## src/hdl/dbwu_pkg.sv

```systemverilog
// Shared types and constants for the breakpoint and watch unit.
`timescale 1ns / 1ps

package dbwu_pkg;

  localparam int DEF_NUM_BREAKPOINTS = 4;
  localparam int DEF_NUM_WATCHES     = 2;
  localparam int DEF_COUNT_BITS      = 48;

  localparam int NUM_SLOT_REGS = 4;
  localparam int WATCH_INPUTS  = 2;
  localparam int CFG_ADDR_W    = 2;
  localparam int VALUE_W       = 48;
  localparam int SLOT_W        = 51;
  localparam int REQ_W         = 2;
  localparam int ADDR_W        = 16;
  localparam int BYTE_W        = 8;

  typedef enum logic [REQ_W-1:0] {
    REQ_CHECK  = 2'd0,
    REQ_CYCLES = 2'd1,
    REQ_TOGGLE = 2'd2,
    REQ_STEP   = 2'd3
  } req_e;

  typedef enum logic [1:0] {
    BP_INSTR = 2'd0,
    BP_ADDR  = 2'd1,
    BP_CYCLE = 2'd2,
    BP_NONE  = 2'd3
  } bp_kind_e;

  typedef struct packed {
    logic               en;
    bp_kind_e           kind;
    logic [VALUE_W-1:0] value;
  } bp_slot_t;

  typedef struct packed {
    req_e              req;
    logic [ADDR_W-1:0] addr;
    logic [BYTE_W-1:0] cyc_add;
    logic [BYTE_W-1:0] byte_a;
    logic [BYTE_W-1:0] byte_b;
  } ev_t;

  typedef struct packed {
    logic proceed;
    logic paused;
  } res_t;

endpackage

```

## src/hdl/dbwu_bp_match.sv

```systemverilog
// Parallel breakpoint comparators for all active slots.
`timescale 1ns / 1ps

module dbwu_bp_match import dbwu_pkg::*; #(
  parameter int NUM_SLOTS  = DEF_NUM_BREAKPOINTS,
  parameter int COUNT_BITS = DEF_COUNT_BITS
) (
  input  bp_slot_t [NUM_SLOTS-1:0]  slots_i,
  input  logic [NUM_SLOTS-1:0]      armed_i,
  input  logic [COUNT_BITS-1:0]     instr_next_i,
  input  logic [COUNT_BITS-1:0]     cycle_total_i,
  input  logic [ADDR_W-1:0]         addr_i,
  output logic                      hit_o,
  output logic [NUM_SLOTS-1:0]      cyc_hit_o
);

  logic [NUM_SLOTS-1:0] match;

  always_comb begin
    for (int s = 0; s < NUM_SLOTS; s++) begin
      match[s]     = 1'b0;
      cyc_hit_o[s] = 1'b0;
      if (slots_i[s].en && armed_i[s]) begin
        case (slots_i[s].kind)
          BP_INSTR: match[s] = (slots_i[s].value == VALUE_W'(instr_next_i));
          BP_ADDR:  match[s] = (slots_i[s].value == VALUE_W'(addr_i));
          BP_CYCLE: begin
            cyc_hit_o[s] = (slots_i[s].value <= VALUE_W'(cycle_total_i));
            match[s]     = cyc_hit_o[s];
          end
          default: match[s] = 1'b0;
        endcase
      end
    end
  end

  assign hit_o = |match;

endmodule

```

## src/hdl/dbwu_run_ctrl.sv

```systemverilog
// Run-control state: slot registers, counters, pause and step flags, watch snapshots.
`timescale 1ns / 1ps

module dbwu_run_ctrl import dbwu_pkg::*; #(
  parameter int NUM_SLOTS  = DEF_NUM_BREAKPOINTS,
  parameter int NUM_WATCH  = DEF_NUM_WATCHES,
  parameter int COUNT_BITS = DEF_COUNT_BITS
) (
  input  logic                  clk_i,
  input  logic                  rst_ni,
  input  logic                  cfg_we_i,
  input  logic [CFG_ADDR_W-1:0] cfg_addr_i,
  input  logic [SLOT_W-1:0]     cfg_wdata_i,
  input  logic                  fire_i,
  input  ev_t                   ev_i,
  output res_t                  res_o
);

  bp_slot_t [NUM_SLOTS-1:0]         slots_q;
  logic [NUM_SLOTS-1:0]             armed_q, armed_d;
  logic [COUNT_BITS-1:0]            instr_q, instr_d, instr_next;
  logic [COUNT_BITS-1:0]            cycle_q, cycle_d;
  logic                             halted_q, halted_d;
  logic                             step_q, step_d;
  logic [NUM_WATCH-1:0][BYTE_W-1:0] snap_q, snap_d;
  logic [WATCH_INPUTS-1:0][BYTE_W-1:0] all_bytes;
  logic                             bp_hit;
  logic [NUM_SLOTS-1:0]             cyc_hit;

  assign instr_next = instr_q + COUNT_BITS'(1);
  assign all_bytes  = {ev_i.byte_b, ev_i.byte_a};

  dbwu_bp_match #(
    .NUM_SLOTS  (NUM_SLOTS),
    .COUNT_BITS (COUNT_BITS)
  ) u_bp_match (
    .slots_i       (slots_q),
    .armed_i       (armed_q),
    .instr_next_i  (instr_next),
    .cycle_total_i (cycle_q),
    .addr_i        (ev_i.addr),
    .hit_o         (bp_hit),
    .cyc_hit_o     (cyc_hit)
  );

  always_comb begin
    instr_d       = instr_q;
    cycle_d       = cycle_q;
    halted_d      = halted_q;
    step_d        = step_q;
    armed_d       = armed_q;
    snap_d        = snap_q;
    res_o.proceed = 1'b0;
    if (fire_i) begin
      case (ev_i.req)
        REQ_CHECK: begin
          instr_d = instr_next;
          if (!halted_q) begin
            halted_d = bp_hit;
            armed_d  = armed_q & ~cyc_hit;
            if (!bp_hit) begin
              for (int w = 0; w < NUM_WATCH; w++) begin
                if (all_bytes[w] != snap_q[w]) begin
                  halted_d  = 1'b1;
                  snap_d[w] = all_bytes[w];
                end
              end
            end
          end
          res_o.proceed = step_q || !halted_d;
          step_d        = 1'b0;
        end
        REQ_CYCLES: cycle_d  = cycle_q + COUNT_BITS'(ev_i.cyc_add);
        REQ_TOGGLE: halted_d = !halted_q;
        REQ_STEP:   step_d   = 1'b1;
        default:    step_d   = step_q;
      endcase
    end
    for (int s = 0; s < NUM_SLOTS; s++) begin
      if (cfg_we_i && (cfg_addr_i == CFG_ADDR_W'(s))) begin
        armed_d[s] = 1'b1;
      end
    end
    res_o.paused = halted_d;
  end

  always_ff @(posedge clk_i or negedge rst_ni) begin
    if (!rst_ni) begin
      slots_q  <= '0;
      armed_q  <= '1;
      instr_q  <= '0;
      cycle_q  <= '0;
      halted_q <= 1'b0;
      step_q   <= 1'b0;
      snap_q   <= '0;
    end else begin
      for (int s = 0; s < NUM_SLOTS; s++) begin
        if (cfg_we_i && (cfg_addr_i == CFG_ADDR_W'(s))) begin
          slots_q[s] <= bp_slot_t'(cfg_wdata_i);
        end
      end
      armed_q  <= armed_d;
      instr_q  <= instr_d;
      cycle_q  <= cycle_d;
      halted_q <= halted_d;
      step_q   <= step_d;
      snap_q   <= snap_d;
    end
  end

endmodule

```

## src/hdl/debug_breakpoint_watch_unit_top.sv

```systemverilog
// Top level of the breakpoint and watch unit: input register, run control, result register.
`timescale 1ns / 1ps

// The unit takes one event per transfer and returns one result per event. An event
// is registered on entry, evaluated against all breakpoint slots and watch snapshots
// once the result register is free, and written to the result register, which holds
// it until it is taken. One event per cycle is sustained while results are taken; the
// loop that sets this is the update of counters, pause flag and slot arming.
// The user is to write breakpoint registers through the plain write port only while
// no event is in flight; the block itself does not enforce this.
module debug_breakpoint_watch_unit_top import dbwu_pkg::*; #(
  parameter int NUM_BREAKPOINTS = DEF_NUM_BREAKPOINTS,
  parameter int NUM_WATCHES     = DEF_NUM_WATCHES,
  parameter int COUNT_BITS      = DEF_COUNT_BITS
) (
  input  logic                  clk_i,
  input  logic                  rst_ni,
  input  logic                  cfg_we_i,
  input  logic [CFG_ADDR_W-1:0] cfg_addr_i,
  input  logic [SLOT_W-1:0]     cfg_wdata_i,
  input  logic                  in_valid_i,
  output logic                  in_ready_o,
  input  logic [REQ_W-1:0]      req_type_i,
  input  logic [ADDR_W-1:0]     instr_addr_i,
  input  logic [BYTE_W-1:0]     cycle_count_add_i,
  input  logic [BYTE_W-1:0]     watch_byte_a_i,
  input  logic [BYTE_W-1:0]     watch_byte_b_i,
  output logic                  out_valid_o,
  input  logic                  out_ready_i,
  output logic                  proceed_o,
  output logic                  is_paused_o
);

  localparam int NUM_SLOTS = (NUM_BREAKPOINTS < NUM_SLOT_REGS) ? NUM_BREAKPOINTS
                                                               : NUM_SLOT_REGS;
  localparam int NUM_WATCH = (NUM_WATCHES < WATCH_INPUTS) ? NUM_WATCHES : WATCH_INPUTS;

  logic in_v_q;
  ev_t  ev_q;
  logic out_v_q;
  res_t res_q, res;
  logic advance, fire;

  assign advance    = !out_v_q || out_ready_i;
  assign fire       = in_v_q && advance;
  assign in_ready_o = !in_v_q || advance;

  always_ff @(posedge clk_i or negedge rst_ni) begin
    if (!rst_ni) begin
      in_v_q  <= 1'b0;
      out_v_q <= 1'b0;
    end else begin
      if (in_ready_o) begin
        in_v_q <= in_valid_i;
      end
      if (advance) begin
        out_v_q <= in_v_q;
      end
    end
  end

  always_ff @(posedge clk_i) begin
    if (in_valid_i && in_ready_o) begin
      ev_q.req     <= req_e'(req_type_i);
      ev_q.addr    <= instr_addr_i;
      ev_q.cyc_add <= cycle_count_add_i;
      ev_q.byte_a  <= watch_byte_a_i;
      ev_q.byte_b  <= watch_byte_b_i;
    end
    if (fire) begin
      res_q <= res;
    end
  end

  dbwu_run_ctrl #(
    .NUM_SLOTS  (NUM_SLOTS),
    .NUM_WATCH  (NUM_WATCH),
    .COUNT_BITS (COUNT_BITS)
  ) u_run_ctrl (
    .clk_i       (clk_i),
    .rst_ni      (rst_ni),
    .cfg_we_i    (cfg_we_i),
    .cfg_addr_i  (cfg_addr_i),
    .cfg_wdata_i (cfg_wdata_i),
    .fire_i      (fire),
    .ev_i        (ev_q),
    .res_o       (res)
  );

  assign out_valid_o = out_v_q;
  assign proceed_o   = res_q.proceed;
  assign is_paused_o = res_q.paused;

endmodule

```

## config.mk

```make
export PLATFORM = sky130hd
export DESIGN_NAME = debug_breakpoint_watch_unit_top
export DESIGN_NICKNAME = d
export VERILOG_FILES = /design/src/hdl/dbwu_pkg.sv /design/src/hdl/dbwu_bp_match.sv /design/src/hdl/dbwu_run_ctrl.sv /design/src/hdl/debug_breakpoint_watch_unit_top.sv
export SDC_FILE = /design/constraint.sdc
export NUM_CORES = 1
export LEC_CHECK = 0
export BUFFER_PORTS_ARGS = -buffer_cell sky130_fd_sc_hd__buf_2
export CORE_ASPECT_RATIO = 1.1
export CORE_UTILIZATION = 55
export CTS_BUF_LIST = sky130_fd_sc_hd__clkbuf_16
export DETAILED_ROUTE_END_ITERATION = 7
export HOLD_SLACK_MARGIN = 0.15
export PLACE_DENSITY = 0.82
export SYNTH_ARGS = -nofsm -noshare
export SYNTH_HDL_FRONTEND = slang
export SYNTH_SLANG_ARGS = --single-unit
```

## constraint.sdc

```tcl
create_clock -name clk_i -period 5.4 [get_ports clk_i]
set_input_delay 0.54 -clock clk_i [delete_from_list [all_inputs] [get_ports clk_i]]
set_output_delay 0.54 -clock clk_i [all_outputs]
set_load 0.005 [all_outputs]
```

==> impl_metrics.toml, run 1 <==
[logic_synthesis]
netlist_instances = 2478
synthAdderAreaFrac = 0.104
synth_compound_area_frac = 0.138
synth-edff-count = 44
yosysSeqAreaShare = 0.380
yosysMostFrequentCell = "dfrtp_1"
synth_top_family_by_area = "simple AND/OR/NAND/NOR gates"
synth-xor-area-share = 0.0793
async_flop_share = 0.880
ys_ff_latch = 368
synth_cell_types = 90
syn_nets = 2784
yosysTopAreaCell = "dfrtp_1"
synthMuxAreaShare = 0.107
yosys_warnings = 0
synth_area_leaders = "dfrtp_1 (32%), ha_1 (10%), mux2_2 (10%)"
synth.top_cell.area_share = 0.323
syn_area_mm2 = 0.0248
synth_commonest_cells = "dfrtp_1 (320), mux2_2 (222), ha_1 (205)"
synth.avg_cell_area_um2 = 10.0
synth-simple-area-share = 0.160
ys.flop_type = "dfrtp_1"

[detailed_routing]
avgRoutedWirePerCell_um = 33.0
vias = 22500
first_pass_iters = 6
drt_wl_total_mm = 108
drc = 0
avgViaCountPerCell = 6.91
ant_nets = 0
drt_iter0_markers = 2276

[layout]
fin_cells = 3258
final_area_mm2 = 0.0281
multi_input_area_mm2 = 0.0147
fin_util = 0.631
seq_area_mm2 = 0.00943
drive_above_1_share = 0.189
syn_to_final_growth_pct = 13.1
nets = 2949
fill_cells = 3499

[setup_path]
setup.worst_path.start = "u_run_ctrl.instr_q[0]"
r2r-start = "u_run_ctrl.instr_q[0]"
cp_cell_sequence = "ha_1 > nand4_1 > or4_1 > or3_4 > o21a_1 > nor2_4 > o22ai_1 > a2111oi_1 > nand4_1 > nor4_2 > a311oi_4 > nand4_4 > mux2_2"
crit_path_frequent_cell = "nand4_1"
crit_fanout = 10
critPathKind = "flip-flop to flip-flop"
cp.arrival_ns = 5.51
slowest_stage = "a2111oi_1"
startpoint_type = "flip-flop"
worstSetupEndpoint = "u_run_ctrl.snap_q[2]"
rrSetupSlack_ns = 0.34
worst_ep_required_time_ns = 5.86
max_stage_delay_ns = 0.68
end_kind = "flip-flop"
reg2reg_to = "u_run_ctrl.snap_q[2]"
worst-r2r-cell-count = 13

[clock_tree]
clk_path_buf_depth = 3
clkTransAtPathRegs_ns = 0.06
worstSkewPairLatency_ns = 0.59
ctsHtreeMaxLevel = 2
cts_root_buf = "clkbuf_16"
cts.sinks = 368
cts_tree = "built"
cts_buffers = 41

[sta]
fin_crit_sh = 0.936
finalSetupViolCount = 0
fin_setup_tns_ns = 0
tightest_slew_ns = 1.32
finalHoldViolCount = 0
timing.fmax_mhz = 198
slew_headroom = 0.111
maxSlewViolCount = 0
finalClockSkew_ns = 0.0254
fin_crit_ns = 5.06
rsz0062_at_grt = "false"

[global_route]
antenna_found_initial = 4
grt_pass1_vias = 22500
track_usage = 0.467
grt_max_degree = 131
grt_overflow_total = 0
grt_pass1_wl_mm = 153

[die]
ios = 104
die_area_mm2 = 0.0460
die_h_um = 225
coreArea_mm2 = 0.0445
initial_utilization = 0.558
die_w_um = 205
rows = 81

[placed_design]
place.gp.congestion = 1.06
portBuffers = 103
dpl_cell_area_mm2 = 0.0263
dp.cells = 3140
dp_hpwl_mm = 83.1

[power]
vdd_drop_max_mv = 0.387
power.density_mw_per_mm2 = 365
p_leak_nw = 11.9
power.total_w = 0.0102

[outcome]
status = "finished, final reports clean"

[run]
drv_cap = 0

[worst_hold_path]
hold_path_class = "primary input to flip-flop"
[state kept, by name, summed over array words and instances, names as in the netlist]
signal               count
proceed_o                1
u_run_ctrl.step_q        1
u_run_ctrl.instr_q      48
in_v_q                   1
ev_q                    42
u_run_ctrl.snap_q       16
is_paused_o              1
u_run_ctrl.cycle_q      48
out_valid_o              1
u_run_ctrl.slots_q     204
u_run_ctrl.armed_q       4
u_run_ctrl.halted_q      1
[cell type report]
| type | instances | share of cell area |
|---|---|---|
| multi-input cells | 1911 | 0.522 |
| flip-flops and latches | 368 | 0.336 |
| repair buffers | 226 | 0.0562 |
| clock buffers | 41 | 0.0366 |
| well taps | 581 | 0.0259 |
| inverters | 95 | 0.0127 |
| clock inverters | 34 | 0.0103 |
| diodes | 2 | 0.000178 |
[report_power, final]
| part | switching [W] | leakage (nW) | internal [W] |
|---|---|---|---|
| Combinational | 0.00184 | 6.87 | 0.00142 |
| Clock | 0.00124 | 0.671 | 0.00159 |
| Sequential | 0.000911 | 4.38 | 0.00324 |
| Total | 0.00399 | 11.9 | 0.00625 |
[stage by stage]
step / setup slack, ns / hold slack [ns]
2_1_floorplan: 1.39 / 0.244
3_3_place_gp: 0.461 / 0.451
3_5_place_dp: 0.354 / 0.451
4_1_cts: 0.346 / 0.153
5_1_grt: 0.0890 / 0.162
6_report: 0.344 / 0.173
[worst min-delay path by stage]
stage | from | end | slack (ns) | cells after the start
finish | watch_byte_b_i[5] | ev_q[5] | 0.17 | 1
global route | watch_byte_a_i[6] | ev_q[14] | 0.16 | 1
CTS | req_type_i[1] | ev_q[41] | 0.15 | 1
detailed placement | u_run_ctrl.armed_q[1] | u_run_ctrl.armed_q[1] | 0.45 | 2
global placement | u_run_ctrl.armed_q[1] | u_run_ctrl.armed_q[1] | 0.45 | 2
floorplan | rst_ni | in_v_q | 0.24 | 0
[cell families after synthesis]
family	count (synthesis)
AND/OR/NAND/NOR	731
buffers and inverters	199
multiplexers	237
XOR/XNOR	219
adder cells (fa/ha/maj)	206
flip-flops	368
AO/OA/AOI/OAI	518
[layer usage]
layer  vias up  routed length (µm)  track usage
li1       9608                   -            -
met3       454                8140       0.0937
met4         2               10500        0.376
met2      1350               50100        0.765
met1     11100               38700        0.527
met5         -                  14            0
[cells in the final DEF, fill, tap and decap left out, drive strengths merged, types with 9 or more instances in the layout]
cell type    instances
nand3               66
buf                185
or4                 14
a221oi              10
a211oi              22
nor4                49
and3                25
or3                 21
a21oi              110
clkinv              18
xnor2              129
nand2              140
mux2i               15
and2                13
o21a                21
nor2b               22
dlygate4sd3         41
nand3b              13
o221ai               9
xor2                87
o32ai               11
nand4              116
a31oi               15
clkbuf              41
inv                106
o21ai              125
o22ai               12
ha                 205
a21o                73
nand2b              18
nor2               127
nor3                69
and4                10
dfrtp              320
o211ai              16
edfxtp              44
mux2               222
[repair_timing]
| item | in CTS | in global routing |
|---|---|---|
| endpoints found under the setup margin | 0 | 16 |
| endpoints found under the hold margin | 128 | 1 |
| hold buffers | 40 | 1 |
| setup buffers | 0 | 0 |
| resized for setup | 0 | 3 |
[worst max-delay path, delay by kind of cell, from the launching register on]
kind                     cells  cell delay [ns]
AND/OR/NAND/NOR              7             2.39
AO/OA/AOI/OAI                4             1.26
flip-flops                   1             0.53
multiplexers                 1             0.37
adder cells (fa/ha/maj)      1             0.36
No activity file was read; power rests on OpenSTA's default activity.
==> inputs of run 2 (changes only) <==
- SYNTH_HIERARCHICAL: default -> 1
- clock period: 5.4 -> 5.3 ns (I/O delays scaled with it)
==> run 2 against run 1 <==
Against the previous run: first-iteration DRC count is 25% higher; die area shrank 3.1%; clock skew down 0.0065 ns.
==> impl_metrics.toml, run 2 <==
[outcome]
status = "finished, final reports clean"

[sta]
finalClockSkew_ns = 0.0189
fin_crit_ns = 5.16
finalSetupViolCount = 0
fin_crit_sh = 0.973
finalHoldViolCount = 0
timing.fmax_mhz = 194
slew_headroom = 0.160
maxSlewViolCount = 0
tightest_slew_ns = 1.23

[setup_path]
cp_cell_sequence = "ha_1 > nand3_2 > nor4_4 > buf_4 > buf_4 > and2_1 > xor2_2 > inv_1 > o21ai_0 > o2111ai_1 > or4_1 > or4_1 > nor4_2 > nor4_1 > nand2_1 > nor2_1 > nand3_1 > buf_4 > mux2_2"
startpoint_type = "flip-flop"
path_buf_inv = 4
max_stage_delay_ns = 0.65
critPathTopFamily = "simple AND/OR/NAND/NOR gates"
critPathKind = "flip-flop to flip-flop"
end_kind = "flip-flop"
cp.arrival_ns = 5.61
crit_fanout = 8
worst_ep_required_time_ns = 5.75
crit_path_frequent_cell = "buf_4"
slowest_stage = "or4_1"

[power]
p_sw_w = 0.00404
p_seq_frac = 0.416
power.density_mw_per_mm2 = 371
vdd_drop_max_mv = 0.389
p_leak_nw = 11.9
sw_frac_of_total = 0.395
clkPwrFrac = 0.270
p_int_w = 0.00619
combPwrFrac = 0.314

[global_route]
grt_pass1_wl_mm = 149
grt_pass1_vias = 21500
antenna_found_initial = 6
grt_max_degree = 150
grt_overflow_total = 0
track_usage = 0.465

[detailed_routing]
ant_nets = 0
avgViaCountPerCell = 6.89
drc = 0
first_pass_iters = 6
vias = 21700
drt_iter0_markers = 2834
avgRoutedWirePerCell_um = 33.2
drt_wl_total_mm = 104

[layout]
syn_to_final_growth_pct = 14.6
nets = 2849
final_area_mm2 = 0.0276
final_common_cell = "dfrtp_1"
fin_cells = 3144
regMostFlops = "u_run_ctrl/slots_q"
layout_common_cells = "dfrtp_1 (317), mux2_2 (223), ha_1 (205)"
largest_register_ffs = 204
reg_top3 = "u_run_ctrl/slots_q x204, u_run_ctrl/cycle_q x48, u_run_ctrl/instr_q x48"
fin_util = 0.645
drive_above_1_share = 0.214

[worst_hold_path]
hold_path_class = "primary input to flip-flop"

[run]
drv_cap = 0

[logic_synthesis]
synth-simple-area-share = 0.156
async_flop_share = 0.880
synth_commonest_cells = "dfrtp_1 (320), mux2_2 (223), ha_1 (205)"
netlist_instances = 2328
synth.top_cell.area_share = 0.333
ys.flop_type = "dfrtp_1"
synth_top_family_by_area = "simple AND/OR/NAND/NOR gates"
ys_ff_latch = 368
yosysTopAreaCell = "dfrtp_1"
synth_cell_types = 101
syn_area_mm2 = 0.0240
yosysSeqAreaShare = 0.392
syn_nets = 2634
synth-xor-area-share = 0.0776
synth_compound_area_frac = 0.114
synth-edff-count = 44
synthMuxAreaShare = 0.118
synth_area_leaders = "dfrtp_1 (33%), ha_1 (11%), mux2_2 (10%)"
synth.avg_cell_area_um2 = 10.3
yosysMostFrequentCell = "dfrtp_1"
synthAdderAreaFrac = 0.108
yosys_warnings = 6

[clock_tree]
clk_path_buf_depth = 3
ctsHtreeMaxLevel = 2
clkTransAtPathRegs_ns = 0.07
cts.sinks = 368
worstSkewPairLatency_ns = 0.59
cts_buffers = 41
cts_root_buf = "clkbuf_16"
cts_tree = "built"

[die]
die_w_um = 201
ios = 104
die_area_mm2 = 0.0445
coreArea_mm2 = 0.0427
rows = 79
initial_utilization = 0.563
die_h_um = 221

[placed_design]
portBuffers = 103
place.gp.congestion = 1.09
dp.cells = 3021
dp_hpwl_mm = 79.7
dpl_cell_area_mm2 = 0.0257
-- run 2: changes by cell type in the layout (fill, tap and decap cells not counted), sizes merged, moves of 20 or more --
cell / delta
nor2: -35
o21ai: -42
inv: +35
a21o: -49
nand4: -28
buf: +20
-- run 2: cell type report --
| class | count | area [µm²] |
|---|---|---|
| Clock inverter | 35 | 245 |
| Inverter | 130 | 488 |
| Sequential cell | 368 | 9440 |
| Tap cell | 567 | 709 |
| Timing Repair Buffer | 246 | 1740 |
| Multi-Input combinational cell | 1756 | 13900 |
| Fill cell | 3283 | 15100 |
| Antenna cell | 1 | 2.50 |
| Clock buffer | 41 | 1030 |
-- run 2: what timing repair did --
item                                    in CTS  in global routing
resized for setup                            0                 17
buffers inserted                             0                  5
hold buffers                                41                  0
endpoints found under the setup margin       0                 18
endpoints found under the hold margin      140                  0
-- run 2: path summary, 6_finish.rpt --
path	end	slack [ns]	cells past startpoint	from
worst min-delay path	in_v_q	0.18	2	in_valid_i
min in group asynchronous	u_run_ctrl/snap_q[13]	0.65	2	rst_ni
max in group asynchronous	u_run_ctrl/cycle_q[26]	3.38	3	rst_ni
worst min register to register	u_run_ctrl/armed_q[1]	0.49	2	u_run_ctrl/armed_q[1]
worst max register to register	u_run_ctrl/snap_q[7]	0.14	19	u_run_ctrl/instr_q[1]
worst max-delay path	u_run_ctrl/snap_q[7]	0.14	19	u_run_ctrl/instr_q[1]
-- run 2: through the flow --
step,setup WS [ns],setup TNS (ns),hold slack [ns],total power (W)
global placement,0.272,0,0.445,0.00707
CTS,0.0931,0,0.151,0.0100
finish,0.143,0,0.177,0.0102
global route,-0.00500,-0.00608,0.163,0.0105
floorplan,0.872,0,0.234,0.00575
detailed placement,0.152,0,0.467,0.00723
-- run 2: logic make-up after synthesis --
group                      after synthesis
AOI/OAI and AO/OA                      412
xor gates and xnor gates               213
muxes                                  254
adders and majority gates              206
DFF                                    368
and+or+nand+nor                        671
buffers and inverters                  204
-- run 2: power by group through the flow --
stage / clock [W] / combinational (W) / sequential (W)
2_1_floorplan: 0 / 0.00203 / 0.00371
3_3_place_gp: 0 / 0.00285 / 0.00422
3_5_place_dp: 0 / 0.00299 / 0.00423
4_1_cts: 0.00277 / 0.00307 / 0.00419
5_1_grt: 0.00289 / 0.00342 / 0.00424
6_report: 0.00276 / 0.00321 / 0.00426
-- run 2: layer usage --
metal / vias up / track usage / part of all wire
met1: 10600 / 0.566 / 0.37
met4: 4 / 0.332 / 0.087
met2: 1500 / 0.739 / 0.45
li1: 9077 / - / -
met3: 455 / 0.0895 / 0.089
met5: - / 0 / 0.00032
==> inputs of run 3 (changes only) <==
- RECOVER_POWER: default -> 25
==> run 3 against run 2 <==
Against the previous run: the run now ends with max-capacitance violations, max-slew violations left; first-iteration DRC count shrank 3.1%; count of clock-buffer cells in the layout unchanged; cell area fell by 0.14%; critical path depth increased by 1; critical path type unchanged; combinational power barely moved; worst setup slack improved by 0.014 ns; power barely moved; sequential power barely moved.
==> impl_metrics.toml, run 3 (same netlist as run 2, synthesis figures left out) <==
[layout]
syn_to_final_growth_pct = 14.5
reg_top3 = "u_run_ctrl/slots_q x204, u_run_ctrl/cycle_q x48, u_run_ctrl/instr_q x48"
fin_cells = 3145
drive_above_1_share = 0.209
largest_register_ffs = 204
fin_util = 0.644
nets = 2849
layout_common_cells = "dfrtp_1 (317), mux2_2 (222), ha_1 (205)"
final_common_cell = "dfrtp_1"
regMostFlops = "u_run_ctrl/slots_q"

[power]
p_seq_frac = 0.416
p_leak_nw = 11.8
combPwrFrac = 0.314
power.total_w = 0.0102
clkPwrFrac = 0.270
p_sw_w = 0.00404
power.density_mw_per_mm2 = 372
sw_frac_of_total = 0.395
p_int_w = 0.00619
vdd_drop_max_mv = 0.390

[clock_tree]
cts_tree = "built"
ctsHtreeMaxLevel = 2
clk_path_buf_depth = 3
cts_root_buf = "clkbuf_16"
cts_buffers = 41
clkTransAtPathRegs_ns = 0.07
worstSkewPairLatency_ns = 0.59
cts.sinks = 368

[sta]
slew_headroom = -1.52
tightest_slew_ns = 3.78
fin_crit_sh = 0.970
finalSetupViolCount = 0
maxSlewViolCount = 210
finalHoldViolCount = 0
timing.fmax_mhz = 194
fin_crit_ns = 5.14
finalClockSkew_ns = 0.0200
layout_setup_ws_ns = 0.157

[setup_path]
reg2reg_to = "u_run_ctrl/snap_q[7]"
crit_fanout = 8
end_kind = "flip-flop"
rrSetupSlack_ns = 0.16
worst-r2r-cell-count = 20
startpoint_type = "flip-flop"
critPathKind = "flip-flop to flip-flop"
cp.arrival_ns = 5.60
r2r-start = "u_run_ctrl/instr_q[1]"
worst_ep_required_time_ns = 5.76

[detailed_routing]
drt_iter0_markers = 2747
drt_wl_total_mm = 104
drc = 0
first_pass_iters = 8
avgViaCountPerCell = 6.88
dr.max_layer_used = "met5"
wl_met2_mm = 47.3
ant_nets = 0
wl_met1_mm = 38.5
avgRoutedWirePerCell_um = 33.1
route.met3.wl_mm = 9.29
vias = 21600

[die]
die_h_um = 221
coreArea_mm2 = 0.0427
ios = 104
die_area_mm2 = 0.0445
rows = 79
initial_utilization = 0.563
die_w_um = 201

[placed_design]
place.gp.congestion = 1.09
place_ws_ns = 0.152
portBuffers = 103
dp_hpwl_mm = 79.7
dp.cells = 3021

[global_route]
grt_pass1_wl_mm = 149
grt_pass1_vias = 21500
antenna_found_initial = 6
grt_overflow_total = 0
track_usage = 0.465
grt_max_degree = 150

[worst_hold_path]
worst_hold_path.num_cells = 2
hold_path_class = "primary input to flip-flop"
min_to = "in_v_q"
hold_start = "in_valid_i"

[run]
drv_cap = 4

[outcome]
status = "complete, but fails checks"
violations = "max-capacitance violations, max-slew violations"
-- run 3: what timing repair did --
item | in CTS | in global routing
hold buffers | 41 | 0
gates resized for setup | 0 | 17
endpoints found under the hold margin | 140 | 0
setup buffers | 0 | 5
setup endpoints to repair | 0 | 18
-- run 3: critical path, stage by stage, from the launching register on --
cell       delay (ns)
dfrtp_1          0.43
ha_1             0.28
nand3_2          0.17
nor4_4           0.23
buf_4            0.19
nand3_4          0.11
xnor2_1          0.30
buf_4            0.20
inv_1            0.08
buf_4            0.16
o21ai_0          0.21
o2111ai_1        0.13
or4_1            0.64
or4_1            0.54
nor4_2           0.27
nor4_1           0.08
nand2_1          0.16
nor2_1           0.10
nand3_1          0.14
buf_4            0.22
mux2_2           0.38
-- run 3: per-layer routing --
| layer | global-route usage | up-vias |
|---|---|---|
| met5 | 0 | - |
| met4 | 0.332 | 4 |
| met3 | 0.0895 | 418 |
| met2 | 0.739 | 1505 |
| met1 | 0.566 | 10600 |
| li1 | - | 9074 |
-- run 3: area by class of cell --
type,count,area (µm²)
diodes,2,5.00
clock buffers,41,1030
clock inverters,35,245
fillers,3287,15200
inverters,130,488
multi-input cells,1756,13900
flip-flops and latches,368,9440
well taps,567,709
repair buffers,246,1710
-- run 3: worst max path at each step --
stage	startpoint	to	cells after the start
after CTS	u_run_ctrl/instr_q[2]	u_run_ctrl/snap_q[3]	17
after floorplan	u_run_ctrl/instr_q[0]	u_run_ctrl/snap_q[0]	18
after global placement	u_run_ctrl/instr_q[6]	u_run_ctrl/snap_q[9]	18
after global routing	u_run_ctrl/instr_q[5]	u_run_ctrl/snap_q[7]	19
final	u_run_ctrl/instr_q[1]	u_run_ctrl/snap_q[7]	20
after detailed placement	u_run_ctrl/instr_q[0]	u_run_ctrl/snap_q[5]	18
-- run 3: power groups by stage --
stage	clock network, W	registers (W)	logic, W
2_1_floorplan	0	0.00371	0.00203
3_3_place_gp	0	0.00422	0.00285
3_5_place_dp	0	0.00423	0.00299
4_1_cts	0.00277	0.00419	0.00307
5_1_grt	0.00289	0.00424	0.00342
6_report	0.00276	0.00426	0.00321
-- run 3: metrics by stage --
| stage | area, µm² | hold slack (ns) | setup TNS (ns) |
|---|---|---|---|
| after floorplan | 24000 | 0.234 | 0 |
| after global placement | 25700 | 0.445 | 0 |
| after detailed placement | 25700 | 0.467 | 0 |
| after CTS | 27400 | 0.151 | 0 |
| after global routing | 27500 | 0.163 | -0.00608 |
| final | 27500 | 0.178 | 0 |
